===== config.mk =====
export PLATFORM = sky130hd
export DESIGN_NAME = ssrc_div
export DESIGN_NICKNAME = d
export VERILOG_FILES = /design/src/hdl/ssrc_pkg.sv /design/src/hdl/ssrc_div.sv
export SDC_FILE = /design/constraint.sdc
export NUM_CORES = 1
export LEC_CHECK = 0
export ABC_AREA = 1
export BUFFER_PORTS_ARGS = -buffer_cell sky130_fd_sc_hd__buf_2
export CORE_ASPECT_RATIO = 0.7
export CORE_MARGIN = 2
export CORE_UTILIZATION = 40
export CTS_BUF_LIST = sky130_fd_sc_hd__clkbuf_16
export CTS_CLUSTER_DIAMETER = 60
export DETAILED_ROUTE_END_ITERATION = 6
export PLACE_DENSITY = 0.69
export RECOVER_POWER = 25
export SYNTH_ARGS = -nofsm -noshare
export SYNTH_HDL_FRONTEND = slang
export SYNTH_SLANG_ARGS = --single-unit

===== constraint.sdc =====
create_clock -name clk -period 2.65 [get_ports clk]
set_input_delay 0.265 -clock clk [delete_from_list [all_inputs] [get_ports clk]]
set_output_delay 0.265 -clock clk [all_outputs]
set_load 0.05 [all_outputs]

===== src/hdl/ssrc_pkg.sv =====
// ----------------------------------------------------------------------------
// ssrc_pkg
// Shared constants, register indexes and the sinc magnitude table for the
// sinc sample-rate converter.
// ----------------------------------------------------------------------------
package ssrc_pkg;

  // Phase quantisation of the fractional output position.
  localparam int PHASE_STEPS = 64;
  localparam int PHASE_W     = 6;

  // Tap window limit and results allowed per input beat.
  localparam int MAX_HALF_TAPS = 8;
  localparam int RES_CAP       = 64;

  // Fixed-point constants.
  localparam longint unsigned Q30_ONE = 64'd1073741824;
  localparam longint unsigned PI_Q30  = 64'd3373259426;
  localparam logic [20:0]     STEP_MIN = 21'd16384;
  localparam logic signed [24:0] COEF_ONE = 25'sd8388608;

  // Divider geometry for the coefficient magnitude.
  localparam int Q_W   = 22;
  localparam int NUM_W = 29;
  localparam int DEN_W = 10;

  // Configuration register indexes.
  localparam logic [1:0] REG_STEP   = 2'd0;
  localparam logic [1:0] REG_HALF   = 2'd1;
  localparam logic [1:0] REG_STEREO = 2'd2;

  typedef logic [Q_W-1:0] q_tab_t [PHASE_STEPS];

  // Builds round(sin(pi*f) * 2^23 / pi) for every phase, with sin taken from
  // a truncated odd Taylor series in Q30.
  function automatic q_tab_t build_q_tab();
    q_tab_t          tab;
    longint unsigned x;
    longint unsigned a;
    longint unsigned a2;
    longint unsigned t;
    longint unsigned s;
    for (int p = 0; p < PHASE_STEPS; p++) begin
      x = (PHASE_STEPS - p < p) ? longint'(PHASE_STEPS - p) : longint'(p);
      a = (PI_Q30 * x) / PHASE_STEPS;
      a2 = (a * a) >> 30;
      t = Q30_ONE;
      t = Q30_ONE - ((a2 * t) >> 30) / 110;
      t = Q30_ONE - ((a2 * t) >> 30) / 72;
      t = Q30_ONE - ((a2 * t) >> 30) / 42;
      t = Q30_ONE - ((a2 * t) >> 30) / 20;
      t = Q30_ONE - ((a2 * t) >> 30) / 6;
      s = (a * t) >> 30;
      tab[p] = Q_W'(((s << 23) + PI_Q30 / 2) / PI_Q30);
    end
    return tab;
  endfunction

  localparam q_tab_t Q_TAB = build_q_tab();

endpackage


===== src/hdl/ssrc_div.sv =====
// ----------------------------------------------------------------------------
// ssrc_div
// Restoring unsigned divider, one quotient bit per cycle.
// ----------------------------------------------------------------------------
module ssrc_div
  import ssrc_pkg::*;
(
  input  logic             clk,
  input  logic             rst_n,
  input  logic             start,
  input  logic [NUM_W-1:0] num,
  input  logic [DEN_W-1:0] den,
  output logic             busy,
  output logic             done,
  output logic [NUM_W-1:0] quot
);

  localparam int CNT_W = $clog2(NUM_W + 1);

  logic [NUM_W-1:0] quot_r;
  logic [DEN_W:0]   rem_r;
  logic [DEN_W-1:0] den_r;
  logic [CNT_W-1:0] cnt_r;
  logic             busy_r;
  logic             done_r;
  logic [DEN_W:0]   trial;
  logic             fits;

  // Shift the next dividend bit into the partial remainder and test it.
  assign trial = {rem_r[DEN_W-1:0], quot_r[NUM_W-1]};
  assign fits  = trial >= {1'b0, den_r};

  always_ff @(posedge clk) begin
    if (!rst_n) begin
      busy_r <= 1'b0;
      done_r <= 1'b0;
      cnt_r  <= '0;
    end else begin
      done_r <= 1'b0;
      if (start) begin
        busy_r <= 1'b1;
        cnt_r  <= CNT_W'(NUM_W);
        quot_r <= num;
        rem_r  <= '0;
        den_r  <= den;
      end else if (busy_r) begin
        rem_r  <= fits ? trial - {1'b0, den_r} : trial;
        quot_r <= {quot_r[NUM_W-2:0], fits};
        cnt_r  <= cnt_r - CNT_W'(1);
        if (cnt_r == CNT_W'(1)) begin
          busy_r <= 1'b0;
          done_r <= 1'b1;
        end
      end
    end
  end

  assign busy = busy_r;
  assign done = done_r;
  assign quot = quot_r;

endmodule


; ---- After elaboration in Yosys (flattened, before gate mapping)
; Cells that the tools add are included.
[totals]
reg_bits = 56
[op_classes]
add_sub_neg = 2
magnitude_cmp = 1
n_eq_ne = 1
n_mux = 10
bitwise_logic = 2
n_reduce_logical = 5
[op_table]
columns = op, count
row1 = 29-bit 2-to-1 mux, 2
row2 = 10-bit 2-to-1 mux, 2
row3 = 11-bit by 10-bit >= comparator with 1-bit output, 1
row4 = 5-bit 2-to-1 mux, 2
row5 = 10-bit subtractor, 1
row6 = 5-bit by 1-bit equality test with 1-bit output (second input constant), 1
row7 = 5-bit by 1-bit subtractor with 5-bit output (second input constant), 1
row8 = 1-bit 2-to-1 mux, 4
row9 = 2-bit AND reduction, 2
row10 = 3-bit OR reduction, 1
row11 = 1-bit inverter, 2
row12 = 2-bit nonzero test, 1
row13 = 2-bit OR reduction, 1

; ---- Depth between registers and ports, before layout
; Gate-level depths: netlist of the first run.
[logic_depth]
depth_word = 4
ltp_mapped = 13
ltp_nobuf = 13

; ---- Worst setup path before layout of the first run
; OpenSTA, ideal clock, no wires.
[synth_path]
path_type = reg-to-reg
start = register busy_r (netlist: busy)
end = register busy_r (netlist: busy)
arrival_ps = 3181
required_time_ps = 2582
setup_slack_ps = -600
path_stages_with_launch = 5
n_path_buf = 0
period_less_slack_ps = 3250
cell_sequence = dfxtp_1 inv_1 a21oi_1 o21ai_0 inv_1
[synth_via]
elab_chain_cells = 2
[synth_lines]
columns = item, line_no
row1 = start: declaration, ssrc_div.sv:24  ; logic busy_r;
row2 = start signal: assignment, ssrc_div.sv:35  ; busy_r <= 1'b0;
row3 = start signal: assignment, ssrc_div.sv:41  ; busy_r <= 1'b1;
row4 = start signal: assignment, ssrc_div.sv:51  ; busy_r <= 1'b0;
row5 = 1-bit 2-to-1 mux, ssrc_div.sv:46  ; end else if (busy_r) begin
row6 = 1-bit 2-to-1 mux, ssrc_div.sv:40  ; if (start) begin
; No other way between the ends.
; A chain may end at the register's enable or synchronous reset.

; ---- Worst setup path in the final report of the first run
[layout_path]
start = register quot_r[28] (netlist: quot[28])
end = register rem_r[8] (data pin)
[layout_via]
elab_chain_cells = 3
word_cells_on_any_way = 4
classes_between = 1 x add/sub / 1 x order compare / 2 x mux
[layout_lines]
columns = item, line_no
row1 = start: declaration, ssrc_div.sv:20  ; logic [NUM_W-1:0] quot_r;
row2 = start signal: assignment, ssrc_div.sv:43  ; quot_r <= num;
row3 = start signal: assignment, ssrc_div.sv:48  ; quot_r <= {quot_r[NUM_W-2:0], fits};
row4 = 10-bit subtractor / 11-bit by 10-bit >= comparator with 1-bit output (equally long branches), "ssrc_div.sv:47, ssrc_div.sv:31"
row5 = 10-bit 2-to-1 mux (*), ssrc_div.sv:47  ; rem_r <= fits ? trial - {1'b0, den_r} : trial;
row6 = 10-bit 2-to-1 mux (*), ssrc_div.sv:46
row7 = end signal: assignment, ssrc_div.sv:47
row8 = end: declaration, ssrc_div.sv:21  ; logic [DEN_W:0] rem_r;
; Every way passes the cells marked *; elsewhere a longest branch is shown, timed or not. The select of a mux whose other input is x is not followed.

==> results.toml, run 1 <==
[run_status]
outcome = "finished, violations left"
violations = "max-capacitance violations, max-slew violations"

[die]
ios = 73
die_area_um2 = 7991
start_util = 0.4214
core_um2 = 6913
die_h_um = 75.40
rows = 25
die_w_um = 106.0

[sta]
maxSlewViolCount = 38
hold_violations = 0
slew-limit-headroom = -0.09511
rsz0062_at_grt = "false"
period_needed_ns = 2.109
finalClockSkew_ns = 0.005749
setup_viol = 0
fin_setup_tns_ns = 0
worst_pin_slew_ns = 1.643
setup_ws_ns = 0.5407
finalCritPeriodShare = 0.7959
fmax_mhz = 474.1

[detailed_routing]
wire_per_inst_um = 12.83
drt_iter0_drc = 142
met1_length_um = 3114
wl_met3_um = 409
final_antenna_net_count = 0
drc = 0
top_layer = "met4"
vias = 2324
drt-total-wl_um = 6439
first_pass_iters = 4
via_per_inst = 4.629
routed-wl-met2_um = 2894

[min_path]
hold_class = "in2reg"
hp-start = "den[0]"
hold_depth = 1

[cells_and_area]
fillers = 654
layout_commonest_cell = "nand2_1"
nets = 462
drive_gt1_frac = 0.2206
area_delta_synth_final_pct = 21.26
layout_common_cells = "143 x nand2_1, 71 x buf_2, 49 x edfxtp_1"
diodes = 0
finalNonFillerCells = 502

[synth]
ys_seq_area_frac = 0.5533
synth_fa_ha_area_frac = 0.05842
synth_xor_area_frac = 0.009021
synth_nets = 389
syn_area_per_cell_um2 = 8.721
synth-main-ff-cell = "edfxtp_1"
synth_top_family_by_area = "simple AND/OR/NAND/NOR gates"
synth_compound_area_frac = 0.04167
synth-simple-area-share = 0.2741
muxShareOfSynthArea = 0
synth_cell_types = 27
ys_warn_count = 0
synth_cells = 334
syn_area_um2 = 2913
synth_edf_count = 49
async_flop_share = 0
ys_ff_latch = 56

[placement]
dp_cells = 494
hpwlAfterDp_um = 4740
numPortBuffers = 72
gp_congestion = 0.8732
dp_slack_ns = 0.6234

[power]
leakagePower_nw = 1.755
power_density_nw_per_um2 = 643.6
p_total_mw = 2.273
ir_drop_v = 0.0002689

[global_routing]
grt_max_degree = 39
grt_pass1_vias = 2066
grt_antenna_before_repair = 0
grt_use_total = 0.1631
grt-ovfl-total = 0
grt_pass1_wl_um = 9963

[clock_network]
cts_tree = "yes"
postCtsHoldBufs = 0
cts-htree-levels = 2
cts_sinks = 56
cts_buffer_depth = 2
cts_setup_buffers = 0
clock-root-buffer = "clkbuf_16"
clk_latency_ns = 0.29
cts-resized-gates = 0
path_clk_slew_ns = 0.07
cts_made_buffers = 5

[worst_setup_path]
ff2ff_path_depth = 12
worst_r2r_startpoint = "quot[28]$_DFFE_PP_"
cp-start-kind = "flip-flop"
required_ns = 2.70
crit_path_end = "rem_r[8]$_SDFFCE_PP0P_"
rrSetupSlack_ns = 0.54
critPathLaunch = "quot[28]$_DFFE_PP_"
cp.arrival_ns = 2.16
crit_type = "reg2reg"
r2r_end = "rem_r[8]$_SDFFCE_PP0P_"
crit_fanout = 3
cp-end-kind = "flip-flop"

[flow_run]
cap_violations = 1
## area by class of cell
cell class	instances	area, µm²	area share
clock buffers	5	125.1	0.03542
flip-flops and latches	56	1612	0.4563
clock inverters	3	17.52	0.004959
multi-input cells	231	1127	0.3192
well taps	94	117.6	0.03330
inverters	38	142.6	0.04038
repair buffers	75	390.4	0.1105
## layer usage
| layer | global-route usage | vias up |
|---|---|---|
| met5 | 0 | - |
| met4 | 0.04386 | 0 |
| met3 | 0.03935 | 2 |
| met2 | 0.2437 | 70 |
| met1 | 0.2399 | 1043 |
| li1 | - | 1209 |
## worst max-delay path, cell delays in order, from the launching register on
cell,delay (ns)
edfxtp_1,0.46
inv_1,0.09
ha_1,0.14
inv_1,0.09
fa_1,0.42
nand3_1,0.10
nand2_1,0.12
nand2_1,0.13
nand3b_1,0.09
nand2_1,0.07
nand2_1,0.04
nand2_1,0.05
nor2_1,0.06
## worst min path at each step
stage                                  endpoint
after floorplan           cnt_r[2]$_SDFFE_PN0N_
after global placement       den_r[0]$_DFFE_PP_
after detailed placement     den_r[0]$_DFFE_PP_
after CTS                    den_r[0]$_DFFE_PP_
after global routing         den_r[0]$_DFFE_PP_
final                        den_r[0]$_DFFE_PP_
## power breakdown
part / switching [mW] / internal, mW / total (mW)
clock network: 0.308 / 0.350 / 0.658
logic: 0.362 / 0.171 / 0.534
registers: 0.0372 / 1.04 / 1.08
## stage by stage
| stage | util | cell area, µm² | hold slack (ns) |
|---|---|---|---|
| 4_1_cts | 0.5117 | 3537 | 0.1367 |
| 3_3_place_gp | 0.4910 | 3395 | 0.4417 |
| 2_1_floorplan | - | 2917 | 0.3626 |
| 3_5_place_dp | 0.4910 | 3395 | 0.4431 |
| 6_report | 0.5110 | 3532 | 0.1452 |
| 5_1_grt | 0.5110 | 3532 | 0.1274 |
## state kept, by name (all words and copies together) (netlist names)
| register | count |
|---|---|
| rem_r | 10 |
| busy | 1 |
| cnt_r | 5 |
| done | 1 |
| quot | 29 |
| den_r | 10 |
## kinds of logic (layout without fill, tap and decap cells)
family | after synthesis | count (layout)
XOR/XNOR | 3 | 3
buffers and inverters | 47 | 121
AND/OR/NAND/NOR | 195 | 195
AO/OA/AOI/OAI | 20 | 20
adder cells (fa/ha/maj) | 13 | 13
flip-flops | 56 | 56
## cells in the mapped netlist, drive strengths merged, types with 2 or more instances
| library cell | number | area share |
|---|---|---|
| a21oi | 10 | 0.018 |
| nand2 | 148 | 0.20 |
| a31oi | 2 | 0.0043 |
| o21ai | 2 | 0.0034 |
| o21bai | 5 | 0.013 |
| nand3 | 7 | 0.012 |
| nand3b | 5 | 0.013 |
| nor2 | 27 | 0.035 |
| inv | 38 | 0.049 |
| dfxtp | 7 | 0.048 |
| buf | 2 | 0.0056 |
| xor2 | 3 | 0.0090 |
| or2 | 3 | 0.0064 |
| edfxtp | 49 | 0.51 |
| ha | 12 | 0.052 |
| clkbuf | 7 | 0.0090 |
| nand4 | 2 | 0.0043 |
Note: power is estimated with default switching activity, not from simulation.
==> run 2, diff against run 1 <==
==> constraint.sdc (replaced) <==
create_clock -name clk -period 1.85 [get_ports clk]
set_input_delay 0.185 -clock clk [delete_from_list [all_inputs] [get_ports clk]]
set_output_delay 0.185 -clock clk [all_outputs]
set_load 0.05 [all_outputs]
==> run 2 against run 1 <==
Effect of this change:
- the flow finishes with violations (negative setup slack)
- utilization rose by 7.3 points
- sequential share of layout area fell by 5.7 points
- cell count rose by 6.8%
- maximum frequency rose by 8.3%
- clock power rose by 47%
- worst hold slack got worse by 0.085 ns
- cell area rose by 14%
- via count rose by 6.3%
- critical path depth fell by 3
- global-route usage rose by 1.1 points
- worst setup slack got worse by 0.64 ns
- highest routed layer unchanged
==> results.toml, run 2 (synthesis gave the netlist of run 1 again) <==
[power]
power_density_nw_per_um2 = 887.5
ir_drop_v = 0.0004281
leakagePower_nw = 1.948

[sta]
rsz0062_at_grt = "true"
finalClockSkew_ns = 0.009668
worst_pin_slew_ns = 0.4455
finalCritPeriodShare = 1.053
maxSlewViolCount = 0
fmax_mhz = 513.4
period_needed_ns = 1.948
setup_viol = 8
setup_ws_ns = -0.09768
hold_violations = 0
slew-limit-headroom = 0.7027

[clock_network]
cts_tree = "yes"
cts-htree-levels = 2
cts_buffer_depth = 2
cts_made_buffers = 5
clock-root-buffer = "clkbuf_16"
postCtsHoldBufs = 0
path_clk_slew_ns = 0.07
clk_latency_ns = 0.30
cts_sinks = 56

[cells_and_area]
layout_commonest_cell = "nand2_1"
layout_common_cells = "130 x nand2_1, 71 x buf_2, 49 x edfxtp_1"
finalNonFillerCells = 536
drive_gt1_frac = 0.3801
stdcell_area_um2 = 4039
area_delta_synth_final_pct = 38.66
diodes = 0
nets = 496
largest_register_ffs = 29

[die]
die_h_um = 75.40
core_um2 = 6913
ios = 73
die_w_um = 106.0
start_util = 0.4214
rows = 25
die_area_um2 = 7991

[detailed_routing]
first_pass_iters = 4
final_antenna_net_count = 0
vias = 2470
drt-total-wl_um = 7185
via_per_inst = 4.608
drc = 0
drt_iter0_drc = 127
wire_per_inst_um = 13.40

[global_routing]
grt-ovfl-total = 0
grt_pass1_vias = 2285
grt_max_degree = 38
grt_pass1_wl_um = 10860
grt_use_total = 0.1743
grt_antenna_before_repair = 0

[placement]
gp_congestion = 0.8605
numPortBuffers = 72
dp_cells = 513
place_area_um2 = 3546
hpwlAfterDp_um = 4892

[worst_setup_path]
required_ns = 1.90
worst_r2r_startpoint = "rem_r[2]$_SDFFCE_PP0P_"
slowest_stage = "edfxtp_1"
cp-end-kind = "flip-flop"
critPathMostFrequentCell = "nor2_1"
path_cells = "ha_4 > nand2_1 > nor2_1 > nand3b_1 > and2_4 > nand2_8 > clkinvlp_4 > nor2_1 > nor2_1"
critPathMaxStageDelay_ns = 0.46
critPathLaunch = "rem_r[2]$_SDFFCE_PP0P_"
cp.arrival_ns = 2.00
crit_type = "reg2reg"
cp-start-kind = "flip-flop"
crit_fanout = 8

[run_status]
outcome = "finished, violations left"
violations = "negative setup slack"

[min_path]
hp-start = "den[9]"
hold_class = "in2reg"

[flow_run]
cap_violations = 0
## run 2: changes by cell type in the layout (fill, tap and decap cells not counted), moves of 4 or more
cell,change
nor2_2,+4
ha_1,-9
inv_2,+5
buf_4,+34
nand2_2,+8
inv_1,-7
nand2_4,+4
ha_4,+9
nor2_1,-5
nand2_1,-13
## run 2: final timing paths
path / to / slack, ns / depth (start not counted)
max: rem_r[7]$_SDFFCE_PP0P_ / -0.1 / 9
min: den_r[9]$_DFFE_PP_ / 0.06 / 1
max reg2reg: rem_r[7]$_SDFFCE_PP0P_ / -0.1 / 9
min reg2reg: cnt_r[1]$_SDFFE_PP0P_ / 0.50 / 1
## run 2: metal layers
layer | vias up | track usage | share of wire
met5 | - | 0 | 0
met4 | 0 | 0.03070 | 0.0054
met3 | 6 | 0.03593 | 0.037
met2 | 54 | 0.2738 | 0.47
met1 | 1132 | 0.2560 | 0.49
li1 | 1278 | - | -
## run 2: layout make-up
class                   instances  area, µm²
fillers                       620       2874
flip-flops and latches         56       1613
multi-input cells             231       1368
repair buffers                109      644.4
inverters                      38      148.9
clock buffers                   5      125.1
well taps                      94      117.6
clock inverters                 3      22.52
## run 2: per-stage QoR
step	util	TNS [ns]	setup slack (ns)	power [mW]	hold WS (ns)
floorplan	-	-0.6413	-0.1420	2.147	0.2826
global placement	0.5129	-0.4641	-0.06969	2.400	0.3630
detailed placement	0.5129	-0.6678	-0.1271	2.420	0.3631
CTS	0.5694	-0.1418	-0.03373	3.526	0.05550
global route	0.5843	-1.117	-0.1387	3.746	0.05669
finish	0.5843	-0.6498	-0.09768	3.585	0.06055
## run 2: critical path: cells and delay by family (launching register included)
family | cells | cell delay, ns
adders and majority gates | 1 | 0.32
buffers and inverters | 1 | 0.16
and+or+nand+nor | 7 | 0.77
DFF | 1 | 0.46
## run 2: timing repair
action | CTS | global route
gates cloned | 0 | 0
endpoints found under the setup margin | 9 | 10
pin swaps | 22 | 22
gates resized for setup | 34 | 14
setup buffers | 9 | 6
## run 2: power breakdown
| part | switching (mW) | internal (mW) |
|---|---|---|
| logic | 0.628 | 0.427 |
| clock network | 0.462 | 0.508 |
| registers | 0.0632 | 1.50 |
| total | 1.15 | 2.43 |
==> run 3, diff against run 2 <==
--- a/config.mk
+++ b/config.mk
@@ -5,7 +5,7 @@
 export SDC_FILE = /design/constraint.sdc
 export NUM_CORES = 1
 export LEC_CHECK = 0
-export ABC_AREA = 1
+export ABC_AREA = 0
 export BUFFER_PORTS_ARGS = -buffer_cell sky130_fd_sc_hd__buf_2
 export CORE_ASPECT_RATIO = 0.7
 export CORE_MARGIN = 2
==> run 3 against run 2 <==
Effect of this change:
- the flow still finishes with violations (negative setup slack)
- register-to-register slack worse by 0.29 ns
- utilization is 2.7 points higher
- routed wire length is 6.8% higher
- clock-buffer cell count stayed put
- maximum frequency is 13% lower
- clock skew hardly changed
- die area is 0.49% lower
- total power is 4.9% higher
- area after synthesis is 0.52% lower
- largest cell class unchanged
- largest power group unchanged
==> results.toml, run 3 <==
[synth]
ys_warn_count = 0
synth_top_area_share = 0.5078
synth_cells = 221
synth_cell_types = 48
syn_area_per_cell_um2 = 13.11
synth.most_common_cell = "edfxtp_1"
async_flop_share = 0
ys_seq_area_frac = 0.5561
synth.area.top_cells = "edfxtp_1 51%, mux2_2 11%, ha_1 5.2%"
synth_edf_count = 49
ys_ff_latch = 56
synth_nets = 276
synth_top_area_cell = "edfxtp_1"
synth_commonest_cells = "49 x edfxtp_1, 29 x mux2_2, 17 x inv_1, 12 x ha_1, 12 x nand2_1"
synth-main-ff-cell = "edfxtp_1"
syn_area_um2 = 2898

[power]
internal_power_mw = 2.583
leakagePower_nw = 1.698
pwr-share-comb = 0.326
ir_drop_v = 0.0005392
power_frac_seq = 0.415
swShare = 0.3132
p_switching_mw = 1.178
power_density_nw_per_um2 = 894.4
clkPwrFrac = 0.259

[clock_network]
postCtsHoldBufs = 0
path_clk_slew_ns = 0.08
cts-htree-levels = 2
cts_made_buffers = 5
cts_sinks = 56
cts_buffer_depth = 2
cts_tree = "yes"
clk_latency_ns = 0.30
clock-root-buffer = "clkbuf_16"

[cells_and_area]
diodes = 0
nets = 402
layout_common_cells = "67 x buf_2, 49 x edfxtp_1, 43 x buf_4"
fillers = 550
largest_register_ffs = 29
area_delta_synth_final_pct = 45.08
drive_gt1_frac = 0.5690
layout_commonest_cell = "buf_2"
seq_area_um2 = 1612
multi_input_area_um2 = 1463

[sta]
slew-limit-headroom = 0.5880
fmax_mhz = 446.0
hold_violations = 0
maxSlewViolCount = 0
rsz0062_at_grt = "true"
finalCritPeriodShare = 1.212
worst_pin_slew_ns = 0.6207
fin_setup_tns_ns = -3.053
finalClockSkew_ns = 0.009955
period_needed_ns = 2.242
hold_ws_ns = 0.05842
setup_ws_ns = -0.3921
setup_viol = 11

[worst_setup_path]
required_ns = 1.99
rrSetupSlack_ns = -0.39
crit_type = "reg2reg"
cp-end-kind = "flip-flop"
r2r_end = "rem_r[6]$_SDFFCE_PP0P_"
cp.arrival_ns = 2.39
critPathLaunch = "rem_r[0]$_SDFFCE_PP0P_"
worst_r2r_startpoint = "rem_r[0]$_SDFFCE_PP0P_"
crit_fanout = 3
ff2ff_path_depth = 7
cp-start-kind = "flip-flop"
crit_path_end = "rem_r[6]$_SDFFCE_PP0P_"

[die]
core_um2 = 6882
die_h_um = 75.21
start_util = 0.4211
die_w_um = 105.7
die_area_um2 = 7952
rows = 25
ios = 73

[detailed_routing]
drc = 0
via_per_inst = 5.231
vias = 2312
drt-total-wl_um = 7673
wire_per_inst_um = 17.36
drt_iter0_drc = 175
final_antenna_net_count = 0
first_pass_iters = 4

[run_status]
outcome = "finished, violations left"
violations = "negative setup slack"

[placement]
gp_congestion = 0.9273
numPortBuffers = 72
hpwlAfterDp_um = 5154

[min_path]
hold_depth = 1
hold_class = "in2reg"

[global_routing]
grt_antenna_before_repair = 0
grt_pass1_vias = 2235
grt_use_total = 0.1853
grt-ovfl-total = 0
grt_pass1_wl_um = 11240
grt_max_degree = 37

[flow_run]
cap_violations = 0
-- run 3: cell count changes after synthesis, moves of 9 or more --
cell and change:
nand2_1 -131, mux2_2 +29, inv_1 -21, nor2_1 -21, a211oi_1 +9
-- run 3: cell families (layout without fill, tap and decap cells) --
kind of cell    after synthesis  after routing  share of synthesized area
simple gates                 39             39                    0.07384
compound gates               47             47                     0.1213
xor+xnor                      7              7                    0.02116
flops                        56             56                     0.5561
mux                          35             35                     0.1369
fa+ha+maj                    13             13                    0.05872
buf+inv                      24            151                    0.03195
-- run 3: stage by stage --
step                      power (mW)  setup slack, ns  instances    util  cell area [µm²]
after floorplan                2.182          -0.5111        221       -             2923
after global placement         2.530          -0.3482        421  0.5365             3692
after detailed placement       2.546          -0.4428        421  0.5365             3692
after CTS                      3.682          -0.3644        439  0.5976             4113
after global routing           3.908          -0.5061        442  0.6109             4204
final                          3.760          -0.3921        442  0.6109             4204
-- run 3: layer usage --
metal	vias up	routed length [µm]	track usage
met5	-	0	0
met4	0	104	0.04825
met3	10	370	0.05368
met2	67	3573	0.2796
met1	1143	3624	0.2651
li1	1092	-	-
-- run 3: timing repair --
| action | 4_1_cts | 5_1_grt |
|---|---|---|
| pin swaps | 13 | 10 |
| gates resized for setup | 35 | 14 |
| setup buffers | 11 | 5 |
| endpoints found under the setup margin | 11 | 11 |
-- run 3: power by group through the flow --
| stage | clock [mW] | combinational, mW | sequential (mW) |
|---|---|---|---|
| floorplan | 0 | 0.458 | 1.72 |
| global placement | 0 | 0.956 | 1.57 |
| detailed placement | 0 | 0.966 | 1.58 |
| CTS | 0.986 | 1.14 | 1.56 |
| global route | 1.03 | 1.31 | 1.57 |
| finish | 0.973 | 1.23 | 1.56 |
-- run 3: worst min path at each step --
| stage | end | from | slack, ns |
|---|---|---|---|
| 2_1_floorplan | den_r[0]$_DFFE_PP_ | den[0] | 0.28 |
| 3_3_place_gp | den_r[4]$_DFFE_PP_ | den[4] | 0.36 |
| 3_5_place_dp | den_r[4]$_DFFE_PP_ | den[4] | 0.36 |
| 4_1_cts | den_r[4]$_DFFE_PP_ | den[4] | 0.06 |
| 5_1_grt | den_r[3]$_DFFE_PP_ | den[3] | 0.05 |
| 6_report | den_r[4]$_DFFE_PP_ | den[4] | 0.06 |
-- run 3: critical path: stages, from the launching register on --
cell	delay [ns]
edfxtp_1	0.44
buf_4	0.17
fa_2	0.43
a211oi_2	0.24
nor2_2	0.08
or4_1	0.40
a41o_1	0.19
mux2i_1	0.14
-- run 3: layout make-up --
| class | count | area share |
|---|---|---|
| Sequential cell | 56 | 0.3833 |
| Multi-Input combinational cell | 141 | 0.3479 |
| Timing Repair Buffer | 126 | 0.1908 |
| Clock buffer | 5 | 0.02976 |
| Tap cell | 94 | 0.02798 |
| Inverter | 17 | 0.01518 |
| Clock inverter | 3 | 0.005060 |
